### config.mk
export PLATFORM = sky130hd
export DESIGN_NAME = gbs_cell
export DESIGN_NICKNAME = d
export VERILOG_FILES = /design/src/rtl/core/gbs_pkg.sv /design/src/rtl/core/gbs_cell.sv
export SDC_FILE = /design/constraint.sdc
export NUM_CORES = 1
export LEC_CHECK = 0
export ABC_AREA = 1
export ABC_CLOCK_PERIOD_IN_PS = 2850
export BUFFER_PORTS_ARGS = -buffer_cell sky130_fd_sc_hd__buf_2
export CAP_MARGIN = 10
export CELL_PAD_IN_SITES_DETAIL_PLACEMENT = 1
export CELL_PAD_IN_SITES_GLOBAL_PLACEMENT = 1
export CORE_UTILIZATION = 36
export CTS_CLUSTER_SIZE = 20
export DETAILED_ROUTE_END_ITERATION = 12
export PLACE_DENSITY_LB_ADDON = 0.1
export SETUP_SLACK_MARGIN = 0.1
export SYNTH_ARGS = -nofsm -noshare
export SYNTH_HDL_FRONTEND = slang
export SYNTH_SLANG_ARGS = --single-unit
export TNS_END_PERCENT = 20
### constraint.sdc
create_clock -name clk_i -period 2.85 [get_ports clk_i]
set_clock_uncertainty 0.2 [all_clocks]
set_input_delay 0.855 -clock clk_i [delete_from_list [all_inputs] [get_ports clk_i]]
set_output_delay 0.855 -clock clk_i [all_outputs]
set_load 0.005 [all_outputs]
### src/rtl/core/gbs_pkg.sv
// ----------------------------------------------------------------------------
// Group-by sum table package
// Shared widths, codes and the structs that pass between cells.
// ----------------------------------------------------------------------------
package gbs_pkg;

  localparam int unsigned DataW       = 64;
  localparam int unsigned CapacityDef = 64;

  typedef enum logic {
    OP_ACCUMULATE = 1'b0,
    OP_DRAIN      = 1'b1
  } op_e;

  typedef enum logic [1:0] {
    STATUS_UPDATED = 2'd0,
    STATUS_NEW     = 2'd1,
    STATUS_FULL    = 2'd2,
    STATUS_DRAIN   = 2'd3
  } status_e;

  typedef enum logic [1:0] {
    ST_IDLE,
    ST_FLUSH,
    ST_DRAIN
  } state_e;

  // One table entry held by a cell
  typedef struct packed {
    logic             used;
    logic [DataW-1:0] key;
    logic [DataW-1:0] sum;
  } entry_t;

  // Accumulate transaction travelling down the chain; value carries the
  // addend until a cell resolves it, then the resulting sum
  typedef struct packed {
    logic             vld;
    logic             done;
    status_e          status;
    logic [DataW-1:0] key;
    logic [DataW-1:0] value;
  } probe_t;

endpackage

### src/rtl/core/gbs_cell.sv
// ----------------------------------------------------------------------------
// Group-by sum table cell
// Holds one entry, resolves a passing accumulate, shifts on drain.
// ----------------------------------------------------------------------------
module gbs_cell (
  input  logic            clk_i,
  input  logic            rst_ni,
  input  gbs_pkg::probe_t prb_i,
  output gbs_pkg::probe_t prb_o,
  input  logic            shift_i,
  input  gbs_pkg::entry_t ent_nxt_i,
  output gbs_pkg::entry_t ent_o
);

  gbs_pkg::entry_t ent_d, ent_q;
  gbs_pkg::probe_t prb_d, prb_q;
  logic [gbs_pkg::DataW-1:0] sum_add;

  assign sum_add = ent_q.sum + prb_i.value;

  always_comb begin
    ent_d = ent_q;
    prb_d = prb_i;
    if (shift_i) begin
      ent_d = ent_nxt_i;
    end else if (prb_i.vld && !prb_i.done) begin
      if (ent_q.used && (ent_q.key == prb_i.key)) begin
        ent_d.sum    = sum_add;
        prb_d.done   = 1'b1;
        prb_d.status = gbs_pkg::STATUS_UPDATED;
        prb_d.value  = sum_add;
      end else if (!ent_q.used) begin
        ent_d.used   = 1'b1;
        ent_d.key    = prb_i.key;
        ent_d.sum    = prb_i.value;
        prb_d.done   = 1'b1;
        prb_d.status = gbs_pkg::STATUS_NEW;
      end
    end
  end

  always_ff @(posedge clk_i or negedge rst_ni) begin
    if (!rst_ni) begin
      ent_q <= '0;
      prb_q <= '0;
    end else begin
      ent_q <= ent_d;
      prb_q <= prb_d;
    end
  end

  assign prb_o = prb_q;
  assign ent_o = ent_q;

endmodule

==> flow_metrics.tcl <==
set metrics [dict create \
    status "completed" \
    cts.path.max_buffers 3 \
    start_kind "flip-flop" \
    slew_violations 0 \
    avgRoutedWirePerCell_um 19.9 \
    drv_cap 0 \
    numCtsBuffers 34 \
    clk_pin_slew_ns 0.06 \
    drtIter0Drc 1183 \
    postRouteAntennaNets 0 \
    synth_edf_count 0 \
    routed_via_density 4.89 \
    dp_hpwl_um 68600 \
    grt_busiest_layer "met2" \
    synthFlopType "dfrtp_1" \
    num_vias 20900 \
    synth_nets 3116 \
    worst_slew_pin_slew_ns 0.707 \
    ys_types 27 \
    synth_area_leaders "dfrtp_1 (37%), nand2_1 (26%), inv_1 (9.3%)" \
    initial_core_util 0.368 \
    synth-seq-cells 261 \
    hold_viol_final 0 \
    finalNonFillerCells 4270 \
    antenna_found_initial 16 \
    p_leak_nw 14.6 \
    tns_ns 0 \
    cp-end-kind "flip-flop" \
    gr-total-overflow 0 \
    dp_slack_ns -0.681 \
    rows 80 \
    synth_commonest_cells "nand2_1 (1221), inv_1 (440), dfrtp_1 (261), nand3_1 (226), nor2_1 (212)" \
    netlist_area_um2 17700 \
    grtUsageMet1 0.389 \
    rsz0062_at_grt "true" \
    layout-drive-gt1-share 0.285 \
    multi_input_area_um2 9770 \
    die_area_um2 50100 \
    drc 0 \
    final-seq-area_um2 6530 \
    n_fill_cell 6558 \
    synth_top_area_frac 0.369 \
    drt_first_pass_iters 5 \
    ys_warn_count 0 \
    place_inst 4197 \
    final_nets 3909 \
    routed_wl_um 85000 \
    grt_max_degree 70 \
    port_buffers 524 \
    clock.fmax_mhz 374 \
    core_um2 48100 \
    die_y_um 224 \
    ios 525 \
    crit_type "reg -> reg" \
    fin_util 0.523 \
    clock_sinks 261 \
    setup_ws_ns 0.179 \
    finalSetupViolations 0 \
    fin_crit_ns 2.67 \
    yosysSeqAreaShare 0.369 \
    cp.arrival_ns 2.93 \
    met3_usage 0.0631 \
    synthArstFlopShare 1.00 \
    area_growth_pct 42.0 \
    gp_congestion 0.966 \
    critPathRequiredTime_ns 3.11 \
    grt_pass1_vias 22000 \
    finalCritPeriodShare 0.937 \
    synth_top_cell_by_area "dfrtp_1" \
    clock_latency_ns 0.57 \
    htree_num_levels 2 \
    dpl_cell_area_um2 23500 \
    track_usage 0.335 \
    finalInstanceArea_um2 25200 \
    cts-root-buf "clkbuf_16" \
    cts_tree "yes" \
    die_x_um 224 \
    hold_class "in -> reg" \
    synth_cells 2788 \
    syn_avg_cell_area_um2 6.36 \
    grt_pass1_wl_um 128000 \
    peakVddDrop_v 0.000408 \
    slew_headroom 0.529 \
    met2_usage 0.589 \
    power.density_nw_per_um2 515 \
    synth_most_common_cell "nand2_1" \
    cp_max_fo 5 \
]
## path summary, 6_finish.rpt
path	start	to	slack, ns	depth (start not counted)
max reg2reg	ent_o[28]$_DFFE_PN0P_	ent_o[61]$_DFFE_PN0P_	0.18	13
max in group asynchronous	rst_ni	prb_o[71]$_DFF_PN0_	1.09	3
min reg2reg	ent_o[92]$_DFFE_PN0P_	ent_o[92]$_DFFE_PN0P_	0.39	2
min	prb_i[131]	prb_o[131]$_DFF_PN0_	0.24	1
max	ent_o[28]$_DFFE_PN0P_	ent_o[61]$_DFFE_PN0P_	0.18	13
min in group asynchronous	rst_ni	ent_o[19]$_DFFE_PN0P_	0.56	2
## kinds of logic after synthesis
kind of cell               after synthesis  share of synthesized area
and+or+nand+nor                       1712                      0.385
buffers and inverters                  524                      0.113
DFF                                    261                      0.369
AOI/OAI and AO/OA                      138                     0.0436
xor gates and xnor gates                89                     0.0440
adders and majority gates               64                     0.0456
## state kept, by name, indices dropped and copies added, names as in the netlist
signal	cells
prb_o	132
ent_o	129
## cell type report
class                           count  share of cell area
Multi-Input combinational cell   2003               0.388
Sequential cell                   261               0.259
Timing Repair Buffer              840               0.208
Inverter                          441              0.0659
Clock buffer                       51              0.0408
Tap cell                          656              0.0326
Clock inverter                      8             0.00393
Antenna cell                       10            0.000994
## power breakdown
part,leakage (nW),internal (mW),switching [mW]
clock,0.552,2.59,1.81
sequential,3.07,4.03,0.266
combinational,10.9,1.78,2.48
## routing by layer
layer / vias up / part of all wire / wire length, µm
met5: - / 0.00081 / 69
met4: 10 / 0.051 / 4310
met3: 180 / 0.052 / 4420
met2: 532 / 0.49 / 42000
met1: 10100 / 0.40 / 34200
li1: 10100 / - / -
## metrics by stage
step / power (mW) / hold slack, ns
finish: 13.0 / 0.236
global route: 13.6 / 0.223
CTS: 12.9 / 0.221
detailed placement: 8.42 / 0.380
global placement: 8.30 / 0.363
floorplan: 6.25 / 0.341
## worst max-delay path, cell delays in order (launching register included)
cell and delay, ns:
dfrtp_1 0.41, ha_1 0.39, nand2_2 0.14, nor2_4 0.18, inv_1 0.11, nor2_4 0.19
buf_4 0.14, a21oi_1 0.05, nand2_1 0.15, nand2_1 0.14, nand3_1 0.10, nand3_1 0.18
nand3_1 0.13, nand2_1 0.05
## layout by cell type, fill, tap and decap left out, types with 3 or more instances in the layout
master,n
nand2_1,1182
buf_2,522
inv_1,438
buf_4,296
dfrtp_1,261
nand3_1,213
nor2_1,175
a31oi_1,62
xor2_1,61
ha_1,48
nand2_2,37
clkbuf_16,35
a21oi_1,32
nor2_2,31
xnor2_1,27
o21ai_0,20
buf_12,18
nand4_1,14
o21ai_1,11
ha_4,11
diode_2,10
nand3_2,10
a21oi_2,9
clkbuf_8,9
nor3_2,8
nor3_1,8
nor2_4,7
clkbuf_1,7
or2_2,6
and3_1,4
and2_1,4
nand3b_1,4
ha_2,4
nand3_4,3
clkinv_4,3
## repair_timing
action | CTS | global route
gates resized for setup | 11 | 117
setup endpoints to repair | 30 | 89
setup buffers | 0 | 3
hold buffers | 1 | 0
pin swaps | 0 | 8
cloned | 0 | 0
endpoints found under the hold margin | 17 | 0
(Power assumes the default switching activity.)
